$ cat config.mk
export PLATFORM = sky130hd
export DESIGN_NAME = cube_map_face_select_unit
export DESIGN_NICKNAME = d
export VERILOG_FILES = /design/src/hw/rtl/cmfs_pkg.sv /design/src/hw/rtl/cube_map_face_select_unit.sv /design/src/hw/rtl/cmfs_div_pipe.sv
export SDC_FILE = /design/constraint.sdc
export NUM_CORES = 2
export LEC_CHECK = 0
export ABC_AREA = 1
export BUFFER_PORTS_ARGS = -buffer_cell sky130_fd_sc_hd__clkbuf_2
export CORE_MARGIN = 2
export CORE_UTILIZATION = 38
export DETAILED_ROUTE_END_ITERATION = 10
export GPL_TIMING_DRIVEN = 0
export PLACE_DENSITY_LB_ADDON = 0.15
export RECOVER_POWER = 50
export SYNTH_ARGS = -nofsm -noshare
export SYNTH_HDL_FRONTEND = slang
export SYNTH_HIERARCHICAL = 1
export SYNTH_SLANG_ARGS = --single-unit
$ cat constraint.sdc
create_clock -name clock -period 11.3 [get_ports clock]
set_input_delay 0 -clock clock [delete_from_list [all_inputs] [get_ports clock]]
set_output_delay 0 -clock clock [all_outputs]
set_load 0.05 [all_outputs]
$ cat src/hw/rtl/cmfs_pkg.sv
// ----------------------------------------------------------------------------
// Cube map face select package
// Field widths, face codes and the tag that rides along the divider.
// ----------------------------------------------------------------------------
`timescale 1ns / 1ps

package cmfs_pkg;

   localparam int DIR_W      = 16;   // input component width, Q1.15
   localparam int MAG_W      = 17;   // magnitude / face-local coordinate width
   localparam int DIV_W      = 17;   // divisor (2 * ma) and remainder width
   localparam int CSR_W      = 13;   // face_size register width
   localparam int TEXEL_W    = 12;   // texel coordinate width
   localparam int FACE_SIZE_RESET = 256;

   typedef enum logic [2:0] {
      FACE_POS_X = 3'd0,
      FACE_NEG_X = 3'd1,
      FACE_POS_Y = 3'd2,
      FACE_NEG_Y = 3'd3,
      FACE_POS_Z = 3'd4,
      FACE_NEG_Z = 3'd5
   } cmfs_face_type;

   typedef struct packed {
      cmfs_face_type face;
      logic          nz;     // direction is not the zero vector
   } cmfs_tag_type;

endpackage

$ cat src/hw/rtl/cube_map_face_select_unit.sv
// Request path: major axis stage, offset stage, scale stage, divider stages, output stage.
// Throughput: one request per cycle; one quotient bit per divider stage sets the depth.
// Stalls ripple back stage by stage; empty stages keep filling while the output waits.
// Reset: synchronous, active high; empties every stage and loads face_size = 256
// (capped at MAX_FACE_SIZE).
// ----------------------------------------------------------------------------
// Cube map face select unit
// Picks the cube face of a Q1.15 direction and forms clamped texel coordinates.
// ----------------------------------------------------------------------------
`timescale 1ns / 1ps

module cube_map_face_select_unit #(
   parameter int MAX_FACE_SIZE = 4096
) (
   input  logic                             clock,
   input  logic                             reset,
   input  logic                             csr_valid,
   output logic                             csr_ready,
   input  logic [cmfs_pkg::CSR_W-1:0]       csr_face_size,
   input  logic                             req_valid,
   output logic                             req_ready,
   input  logic signed [cmfs_pkg::DIR_W-1:0] req_dir_x,
   input  logic signed [cmfs_pkg::DIR_W-1:0] req_dir_y,
   input  logic signed [cmfs_pkg::DIR_W-1:0] req_dir_z,
   output logic                             rsp_valid,
   input  logic                             rsp_ready,
   output logic [2:0]                       rsp_face,
   output logic [cmfs_pkg::TEXEL_W-1:0]     rsp_texel_x,
   output logic [cmfs_pkg::TEXEL_W-1:0]     rsp_texel_y,
   output logic                             rsp_valid_res
);
   import cmfs_pkg::*;

   localparam int SIZE_W = $clog2(MAX_FACE_SIZE + 1);
   localparam int NUM_W  = DIV_W + SIZE_W;
   localparam int CMP_W  = (SIZE_W > CSR_W) ? SIZE_W : CSR_W;
   localparam int RESET_SIZE = (MAX_FACE_SIZE < FACE_SIZE_RESET) ? MAX_FACE_SIZE
                                                                 : FACE_SIZE_RESET;

   // ---------------- face size register (stored already clamped) ----------
   logic [SIZE_W-1:0] size_ff;
   logic [SIZE_W-1:0] size_in;
   logic [CMP_W-1:0]  csr_wide;

   assign csr_ready = 1'b1;
   assign csr_wide  = CMP_W'(csr_face_size);

   always_comb begin
      priority if (csr_wide == '0) begin
         size_in = SIZE_W'(1);
      end else if (csr_wide > CMP_W'(MAX_FACE_SIZE)) begin
         size_in = SIZE_W'(MAX_FACE_SIZE);
      end else begin
         size_in = SIZE_W'(csr_wide);
      end
   end

   always_ff @(posedge clock) begin
      if (reset) begin
         size_ff <= SIZE_W'(RESET_SIZE);
      end else if (csr_valid && csr_ready) begin
         size_ff <= size_in;
      end
   end

   // ---------------- handshake chain ----------------
   logic v1_ff, v2_ff, v3_ff, vo_ff;
   logic rdy1, rdy2, rdy3, rdyo;
   logic div_in_ready;
   logic div_out_valid;

   assign rdyo      = !vo_ff || rsp_ready;
   assign rdy3      = !v3_ff || div_in_ready;
   assign rdy2      = !v2_ff || rdy3;
   assign rdy1      = !v1_ff || rdy2;
   assign req_ready = rdy1;

   // ---------------- stage 1: major axis and face ----------------
   logic signed [MAG_W-1:0] xs, ys, zs;
   logic [MAG_W-1:0]        ax, ay, az;
   logic [MAG_W-1:0]        ma_in;
   logic signed [MAG_W-1:0] sc_in, tc_in;
   cmfs_face_type           face_in;
   logic                    nz_in;

   logic [MAG_W-1:0]        ma_ff;
   logic signed [MAG_W-1:0] sc_ff, tc_ff;
   cmfs_tag_type            tag1_ff;

   always_comb begin
      xs = {req_dir_x[DIR_W-1], req_dir_x};
      ys = {req_dir_y[DIR_W-1], req_dir_y};
      zs = {req_dir_z[DIR_W-1], req_dir_z};
      ax = xs[MAG_W-1] ? unsigned'(-xs) : unsigned'(xs);
      ay = ys[MAG_W-1] ? unsigned'(-ys) : unsigned'(ys);
      az = zs[MAG_W-1] ? unsigned'(-zs) : unsigned'(zs);
      nz_in = (req_dir_x != '0) || (req_dir_y != '0) || (req_dir_z != '0);
      // ties favor X, then Y
      priority if (ax >= ay && ax >= az) begin
         ma_in = ax;
         tc_in = -ys;
         if (!xs[MAG_W-1] && nz_in && (xs != '0)) begin
            face_in = FACE_POS_X;
            sc_in   = -zs;
         end else begin
            face_in = nz_in ? FACE_NEG_X : FACE_POS_X;
            sc_in   = zs;
         end
      end else if (ay >= az) begin
         ma_in = ay;
         sc_in = xs;
         if (!ys[MAG_W-1]) begin
            face_in = FACE_POS_Y;
            tc_in   = zs;
         end else begin
            face_in = FACE_NEG_Y;
            tc_in   = -zs;
         end
      end else begin
         ma_in = az;
         tc_in = -ys;
         if (!zs[MAG_W-1]) begin
            face_in = FACE_POS_Z;
            sc_in   = xs;
         end else begin
            face_in = FACE_NEG_Z;
            sc_in   = -xs;
         end
      end
   end

   always_ff @(posedge clock) begin
      if (reset) begin
         v1_ff <= 1'b0;
      end else if (rdy1) begin
         v1_ff <= req_valid;
      end
   end

   always_ff @(posedge clock) begin
      if (rdy1 && req_valid) begin
         ma_ff        <= ma_in;
         sc_ff        <= sc_in;
         tc_ff        <= tc_in;
         tag1_ff.face <= face_in;
         tag1_ff.nz   <= nz_in;
      end
   end

   // ---------------- stage 2: offset by ma, form 2*ma ----------------
   logic [MAG_W:0]   sn_full, tn_full;
   logic [MAG_W-1:0] sn_ff, tn_ff;
   logic [DIV_W-1:0] den2_ff;
   cmfs_tag_type     tag2_ff;

   // c + ma lies in [0, 2*ma], so the low bits hold it exactly
   assign sn_full = {sc_ff[MAG_W-1], sc_ff} + {1'b0, ma_ff};
   assign tn_full = {tc_ff[MAG_W-1], tc_ff} + {1'b0, ma_ff};

   always_ff @(posedge clock) begin
      if (reset) begin
         v2_ff <= 1'b0;
      end else if (rdy2) begin
         v2_ff <= v1_ff;
      end
   end

   always_ff @(posedge clock) begin
      if (rdy2 && v1_ff) begin
         sn_ff   <= sn_full[MAG_W-1:0];
         tn_ff   <= tn_full[MAG_W-1:0];
         den2_ff <= {ma_ff[MAG_W-2:0], 1'b0};
         tag2_ff <= tag1_ff;
      end
   end

   // ---------------- stage 3: scale by face size ----------------
   logic [NUM_W-1:0] num_s_ff, num_t_ff;
   logic [DIV_W-1:0] den3_ff;
   cmfs_tag_type     tag3_ff;

   always_ff @(posedge clock) begin
      if (reset) begin
         v3_ff <= 1'b0;
      end else if (rdy3) begin
         v3_ff <= v2_ff;
      end
   end

   always_ff @(posedge clock) begin
      if (rdy3 && v2_ff) begin
         num_s_ff <= NUM_W'(sn_ff) * NUM_W'(size_ff);
         num_t_ff <= NUM_W'(tn_ff) * NUM_W'(size_ff);
         den3_ff  <= den2_ff;
         tag3_ff  <= tag2_ff;
      end
   end

   // ---------------- divider ----------------
   logic [SIZE_W-1:0] quo_s, quo_t;
   cmfs_tag_type      tag_d;

   cmfs_div_pipe #(
      .QUO_W (SIZE_W)
   ) u_div (
      .clock     (clock),
      .reset     (reset),
      .in_valid  (v3_ff),
      .in_ready  (div_in_ready),
      .in_num_s  (num_s_ff),
      .in_num_t  (num_t_ff),
      .in_den    (den3_ff),
      .in_tag    (tag3_ff),
      .out_valid (div_out_valid),
      .out_ready (rdyo),
      .out_quo_s (quo_s),
      .out_quo_t (quo_t),
      .out_tag   (tag_d)
   );

   // ---------------- output stage: clamp to size - 1 ----------------
   logic [SIZE_W-1:0] size_m1;
   logic [SIZE_W-1:0] cl_s, cl_t;
   logic [2:0]             face_ff;
   logic [TEXEL_W-1:0]     tx_ff, ty_ff;
   logic                   res_ff;

   assign size_m1 = size_ff - SIZE_W'(1);
   assign cl_s    = (quo_s > size_m1) ? size_m1 : quo_s;
   assign cl_t    = (quo_t > size_m1) ? size_m1 : quo_t;

   always_ff @(posedge clock) begin
      if (reset) begin
         vo_ff <= 1'b0;
      end else if (rdyo) begin
         vo_ff <= div_out_valid;
      end
   end

   always_ff @(posedge clock) begin
      if (rdyo && div_out_valid) begin
         face_ff <= tag_d.nz ? tag_d.face : FACE_POS_X;
         tx_ff   <= tag_d.nz ? TEXEL_W'(cl_s) : '0;
         ty_ff   <= tag_d.nz ? TEXEL_W'(cl_t) : '0;
         res_ff  <= tag_d.nz;
      end
   end

   assign rsp_valid     = vo_ff;
   assign rsp_face      = face_ff;
   assign rsp_texel_x   = tx_ff;
   assign rsp_texel_y   = ty_ff;
   assign rsp_valid_res = res_ff;

endmodule

$ cat src/hw/rtl/cmfs_div_pipe.sv
// ----------------------------------------------------------------------------
// Cube map face select divider pipeline
// Two-lane restoring divider, one quotient bit per register stage.
// ----------------------------------------------------------------------------
`timescale 1ns / 1ps

module cmfs_div_pipe #(
   parameter int QUO_W = 13
) (
   input  logic                                  clock,
   input  logic                                  reset,
   input  logic                                  in_valid,
   output logic                                  in_ready,
   input  logic [cmfs_pkg::DIV_W+QUO_W-1:0]      in_num_s,
   input  logic [cmfs_pkg::DIV_W+QUO_W-1:0]      in_num_t,
   input  logic [cmfs_pkg::DIV_W-1:0]            in_den,
   input  cmfs_pkg::cmfs_tag_type                in_tag,
   output logic                                  out_valid,
   input  logic                                  out_ready,
   output logic [QUO_W-1:0]                      out_quo_s,
   output logic [QUO_W-1:0]                      out_quo_t,
   output cmfs_pkg::cmfs_tag_type                out_tag
);
   import cmfs_pkg::*;

   // one restoring step: shift in the next numerator bit, compare, subtract
   function automatic logic [DIV_W+QUO_W-1:0] div_step(
      input logic [DIV_W-1:0] rem,
      input logic [QUO_W-1:0] sh,
      input logic [DIV_W-1:0] den
   );
      logic [DIV_W:0] r2;
      logic [DIV_W:0] diff;
      logic           ge;
      r2   = {rem, sh[QUO_W-1]};
      diff = r2 - {1'b0, den};
      ge   = (r2 >= {1'b0, den});
      return {(ge ? diff[DIV_W-1:0] : r2[DIV_W-1:0]), ((sh << 1) | QUO_W'(ge))};
   endfunction

   logic                v_ff     [QUO_W];
   logic [DIV_W-1:0]    rem_s_ff [QUO_W];
   logic [DIV_W-1:0]    rem_t_ff [QUO_W];
   logic [QUO_W-1:0]    sh_s_ff  [QUO_W];
   logic [QUO_W-1:0]    sh_t_ff  [QUO_W];
   logic [DIV_W-1:0]    den_ff   [QUO_W];
   cmfs_tag_type        tag_ff   [QUO_W];
   logic                rdy      [QUO_W+1];

   assign rdy[QUO_W] = out_ready;

   genvar k;
   generate
      for (k = 0; k < QUO_W; k++) begin : g_stage
         logic                   src_v;
         logic [DIV_W-1:0]       src_rem_s;
         logic [DIV_W-1:0]       src_rem_t;
         logic [QUO_W-1:0]       src_sh_s;
         logic [QUO_W-1:0]       src_sh_t;
         logic [DIV_W-1:0]       src_den;
         cmfs_tag_type           src_tag;
         logic [DIV_W+QUO_W-1:0] step_s_in;
         logic [DIV_W+QUO_W-1:0] step_t_in;

         if (k == 0) begin : g_head
            // numerator high part is below the divisor since quotient <= size
            always_comb begin
               src_v     = in_valid;
               src_rem_s = in_num_s[DIV_W+QUO_W-1:QUO_W];
               src_rem_t = in_num_t[DIV_W+QUO_W-1:QUO_W];
               src_sh_s  = in_num_s[QUO_W-1:0];
               src_sh_t  = in_num_t[QUO_W-1:0];
               src_den   = in_den;
               src_tag   = in_tag;
            end
         end else begin : g_body
            always_comb begin
               src_v     = v_ff[k-1];
               src_rem_s = rem_s_ff[k-1];
               src_rem_t = rem_t_ff[k-1];
               src_sh_s  = sh_s_ff[k-1];
               src_sh_t  = sh_t_ff[k-1];
               src_den   = den_ff[k-1];
               src_tag   = tag_ff[k-1];
            end
         end

         assign rdy[k]    = !v_ff[k] || rdy[k+1];
         assign step_s_in = div_step(src_rem_s, src_sh_s, src_den);
         assign step_t_in = div_step(src_rem_t, src_sh_t, src_den);

         always_ff @(posedge clock) begin
            if (reset) begin
               v_ff[k] <= 1'b0;
            end else if (rdy[k]) begin
               v_ff[k] <= src_v;
            end
         end

         always_ff @(posedge clock) begin
            if (rdy[k] && src_v) begin
               rem_s_ff[k] <= step_s_in[DIV_W+QUO_W-1:QUO_W];
               sh_s_ff[k]  <= step_s_in[QUO_W-1:0];
               rem_t_ff[k] <= step_t_in[DIV_W+QUO_W-1:QUO_W];
               sh_t_ff[k]  <= step_t_in[QUO_W-1:0];
               den_ff[k]   <= src_den;
               tag_ff[k]   <= src_tag;
            end
         end
      end
   endgenerate

   assign in_ready  = rdy[0];
   assign out_valid = v_ff[QUO_W-1];
   assign out_quo_s = sh_s_ff[QUO_W-1];
   assign out_quo_t = sh_t_ff[QUO_W-1];
   assign out_tag   = tag_ff[QUO_W-1];

endmodule

==> results <==
- The run finished, with violations left.
- The checks that failed: capacitance limit, slew limit.
- The number of buffers inserted by hold repair at cts is 132.
- The worst register-to-register path begins at size_ff[12]$_SDFFE_PP0P_.
- The top cell type by area accounts for 40.9% of the synthesized area.
- Summing the areas of all compound-gate instances in the mapped netlist gives 8.85% of the synthesized area.
- Sequential elements use 41.2% of the synthesized area.
- The clock sink count is 1249.
- The path type of the worst min-delay path is input port to flip-flop.
- Yosys printed 6 warnings.
- By area, the combinational part of the netlist is dominated by simple AND/OR/NAND/NOR gates.
- The worst setup path is captured at a flip-flop.
- Before CTS, the worst setup slack after placement is 5070 ps.
- From synthesis to final layout, the design area changed by 12.0%.
- STA classifies the critical path startpoint as a flip-flop.
- After synthesis the cells add up to 90600 µm².
- The post-route cell area is 101000 µm².
- Summing the areas of all and, or, nand and nor instances in the mapped netlist gives 19.7% of the synthesized area.
- The xor and xnor fraction of the mapped netlist area is 3.72%.
- The area of the core is 237000 µm².
- The clock passes through at most 3 buffers.
- The starting density of the core is 38.1%.
- For the final database, setup skew stands at 77.8 ps.
- For this run, the share of the core covered by cells in the final layout is 42.7%.
- The pre-antenna-repair detailed-routing pass consisted of 6 iterations.
- The leading register cell type out of synthesis is sky130_fd_sc_hd__edfxtp_1.
- The die covers 242000 µm².
- Clock-pin slew was measured on the worst setup and hold paths at 60 ps.
- Of the total synthesized cell area, the portion taken by full adders, half adders and majority gates is 17.7%.
- Setup repair after global routing left no endpoint under its margin.
- The pin count of the biggest net entering global routing is 69.
- The time the worst path needs with I/O delays and setup is 6400 ps.
- In the final routing, the length of wire on met1 measures 122000 µm.
- The fraction of registers with async set/reset is 0%.
- The cell count after synthesis came out at 10200.
- The number of core rows is 179.
- The worst path meets setup with 4900 ps of slack.
- In the final routed layout, each cell accounts on average for 20.3 µm.
- Of the post-synthesis cell area, the part taken by muxes is 0%.
- The via count of the first global-routing pass is 69800.
- The initial antenna violation count is 13.
- Adding up every negative setup slack in the final design gives 0 ps.
- The total of max-cap violations is 13.
- The post-placement cell area is 95600 µm².
- The critical path in this run is classified as flip-flop to flip-flop.
- The number of remaining DRC errors is 0.
- For the pin with the worst max-slew slack, the measured transition is 3850 ps.
- The average size of a mapped cell is 8.87 µm².
- The count of boundary I/O pins is 97.
- In this run the most critical hold path is launched from req_dir_x[7].
- Across the VDD grid, the largest voltage drop is 0.170 mV.
- The power density over cell area is 130 nW/µm².
- The total met2 wirelength after detailed routing is 141000 µm.
- The met3 layer wire length in the routed design is 11100 µm.
- After clock tree synthesis, the setup repair step added 0 buffers.
- The number of synthesized flops with an enable pin is 1232.
- After detailed routing, the number of vias per cell comes to 5.04.
- The number of buffer cells added on primary ports is 93.
- The H-tree was split into 4 levels.
- Counting distinct cell types in the post-synthesis netlist gives 56.
- The total detailed-routing wirelength is 282000 µm.
- The number of gates resized after CTS is 0.
- In the final design database the tool counted 11700 nets.
- The source of the critical timing path is size_ff[12]$_SDFFE_PP0P_.
- Routed signal wires occupy layers up through met5.
- For this run, the top clock speed supported by timing is 156 MHz.
- The cell type with the highest aggregate area in the netlist is sky130_fd_sc_hd__edfxtp_1.
- TritonCTS built the clock tree.
- After legalization and detailed placement, the total HPWL measured 231000 µm.
- For the worst setup path, the data arrival time is 6990 ps.
- The number of buffers created by CTS is 148.
- Summed over all cells, the static leakage comes to 46.1 nW.
- The final max-slew violation count is 483.
- The post-synthesis register bit count is 1249.
- The global placement routability congestion is 0.964.
- The residual overflow from global routing is 0.
- In this run the clock root is driven by a sky130_fd_sc_hd__clkbuf_16.
- After the first detailed-routing iteration, the DRC count stood at 4865.
- The clock latency of the later-clocked register in the worst-skew pair is 840 ps.
- In the global route stage, overall resource usage came out at 23.0%.
- After layout, the worst path uses 56.6% of the clock period.
- Measured against its own limit, the worst slew margin works out to -157%.
- After synthesis, the cell types taking the most area are sky130_fd_sc_hd__edfxtp_1 41%, sky130_fd_sc_hd__nand2_1 10%, sky130_fd_sc_hd__ha_1 9.8%, sky130_fd_sc_hd__fa_1 7.9%, sky130_fd_sc_hd__inv_1 7.1%.
- In the final layout, the share of cells above drive strength 1 is 6.54%.
- STA puts the critical path data required time at 11890 ps.
- The die is 492 µm wide.
- The via total after detailed routing is 70000.
- The first global-routing pass estimated 425000 µm of wire.
- The maximum fanout along the worst path is 10.
- Setup violations remaining at the end of the flow were counted as 0.
- The final-report hold violation count is 0.
- The number of antenna-violating nets in the routed design is 0.
- The floorplan step set the die height to 492 µm.
## stage by stage
| step | std cells | power (mW) | hold slack, ps |
|---|---|---|---|
| 2_1_floorplan | 10200 | 7.37 | 143 |
| 3_3_place_gp | 13500 | 8.43 | 268 |
| 3_5_place_dp | 13500 | 8.43 | 278 |
| 4_1_cts | 13900 | 13.4 | 1.97 |
| 5_1_grt | 13900 | 13.9 | 63.0 |
| 6_report | 13900 | 13.2 | 79.8 |
## final cells by class
class	count	area (µm²)
diodes	2	5.00
plain buffers	224	1380
clock buffers	167	3770
clock inverters	106	1230
fillers	23600	136000
inverters	1722	6470
multi-input cells	7017	45200
flip-flops and latches	1249	37300
well taps	3167	3960
repair buffers	249	2110
## cell usage after synthesis (13+ instances only)
master	count
sky130_fd_sc_hd__buf_6	55
sky130_fd_sc_hd__nor3_1	70
sky130_fd_sc_hd__ha_1	712
sky130_fd_sc_hd__nor2_2	38
sky130_fd_sc_hd__o21ai_0	366
sky130_fd_sc_hd__buf_8	13
sky130_fd_sc_hd__a21oi_2	89
sky130_fd_sc_hd__fa_1	356
sky130_fd_sc_hd__o21ai_2	43
sky130_fd_sc_hd__a21oi_1	591
sky130_fd_sc_hd__nand2_2	36
sky130_fd_sc_hd__o31ai_1	23
sky130_fd_sc_hd__o21ai_1	156
sky130_fd_sc_hd__a31oi_1	35
sky130_fd_sc_hd__nand3_1	443
sky130_fd_sc_hd__nand3_4	20
sky130_fd_sc_hd__nand3_2	13
sky130_fd_sc_hd__dfxtp_1	17
sky130_fd_sc_hd__inv_1	1715
sky130_fd_sc_hd__nand4_1	184
sky130_fd_sc_hd__nor2_1	731
sky130_fd_sc_hd__buf_2	39
sky130_fd_sc_hd__nand3b_1	59
sky130_fd_sc_hd__buf_1	57
sky130_fd_sc_hd__nor4_1	19
sky130_fd_sc_hd__nand2_1	2461
sky130_fd_sc_hd__xor2_1	229
sky130_fd_sc_hd__edfxtp_1	1232
sky130_fd_sc_hd__clkbuf_1	51
sky130_fd_sc_hd__o21bai_1	29
sky130_fd_sc_hd__and2_4	15
sky130_fd_sc_hd__xnor2_1	156
sky130_fd_sc_hd__a21o_1	39
sky130_fd_sc_hd__o21a_1	29
## flip-flops by register name, indices dropped and copies added (netlist names), 30 cells and up
name	flops
u_div/den_ff	204
u_div/rem_s_ff	204
u_div/rem_t_ff	204
u_div/sh_s_ff	169
u_div/sh_t_ff	169
u_div/tag_ff	52
num_s_ff	30
num_t_ff	30
## final timing paths
path / endpoint / slack (ps) / depth (start not counted)
worst min-delay path: ma_ff[7]$_DFFE_PP_ / 80 / 5
worst max-delay path: num_s_ff[25]$_DFFE_PP_ / 4900 / 19
worst min register to register: u_div/sh_s_ff[1][8]$_DFFE_PP_ / 360 / 0
worst max register to register: num_s_ff[25]$_DFFE_PP_ / 4900 / 19
## cells in the final DEF (no fill, tap or decap), drive strengths merged, types with 156 or more instances in the layout
cell,instances
inv,1727
xor2,229
nand4,189
edfxtp,1232
xnor2,156
fa,356
o21ai,565
ha,712
clkbuf,338
nand3,476
nor2,770
nand2,2497
a21oi,680
buf,170
## report_power, final
| group | total, mW | internal, mW | leakage, nW | switching, mW |
|---|---|---|---|---|
| Combinational | 2.96 | 1.01 | 32.3 | 1.95 |
| Sequential | 5.41 | 5.27 | 11.4 | 0.145 |
| Clock | 4.81 | 2.72 | 2.37 | 2.09 |
| Total | 13.2 | 9.01 | 46.1 | 4.18 |
## per-layer routing
metal	GRT usage (%)	vias to the layer above
li1	-	34400
met1	29.6	33600
met2	40.9	1622
met3	2.27	380
met4	6.70	2
met5	0	-
## critical path: stages (launching register included)
cell and delay (ps):
sky130_fd_sc_hd__dfxtp_1 310, sky130_fd_sc_hd__clkbuf_1 710, sky130_fd_sc_hd__clkbuf_1 760, sky130_fd_sc_hd__nand2_1 120, sky130_fd_sc_hd__inv_1 110, sky130_fd_sc_hd__fa_1 450
sky130_fd_sc_hd__fa_1 520, sky130_fd_sc_hd__fa_1 450, sky130_fd_sc_hd__fa_1 500, sky130_fd_sc_hd__inv_1 50, sky130_fd_sc_hd__fa_1 580, sky130_fd_sc_hd__inv_1 70
sky130_fd_sc_hd__ha_1 380, sky130_fd_sc_hd__nand2_1 150, sky130_fd_sc_hd__nor2_1 200, sky130_fd_sc_hd__inv_1 80, sky130_fd_sc_hd__nor3_1 200, sky130_fd_sc_hd__o21ai_0 140
sky130_fd_sc_hd__nand3_1 140, sky130_fd_sc_hd__xor2_1 260
## kinds of logic after synthesis
| logic type | count (synthesis) |
|---|---|
| adder cells (fa/ha/maj) | 1068 |
| flip-flops | 1249 |
| other | 2 |
| AO/OA/AOI/OAI | 1420 |
| XOR/XNOR | 385 |
| AND/OR/NAND/NOR | 4140 |
| buffers and inverters | 1946 |
Power figures use the tool's default switching activity.
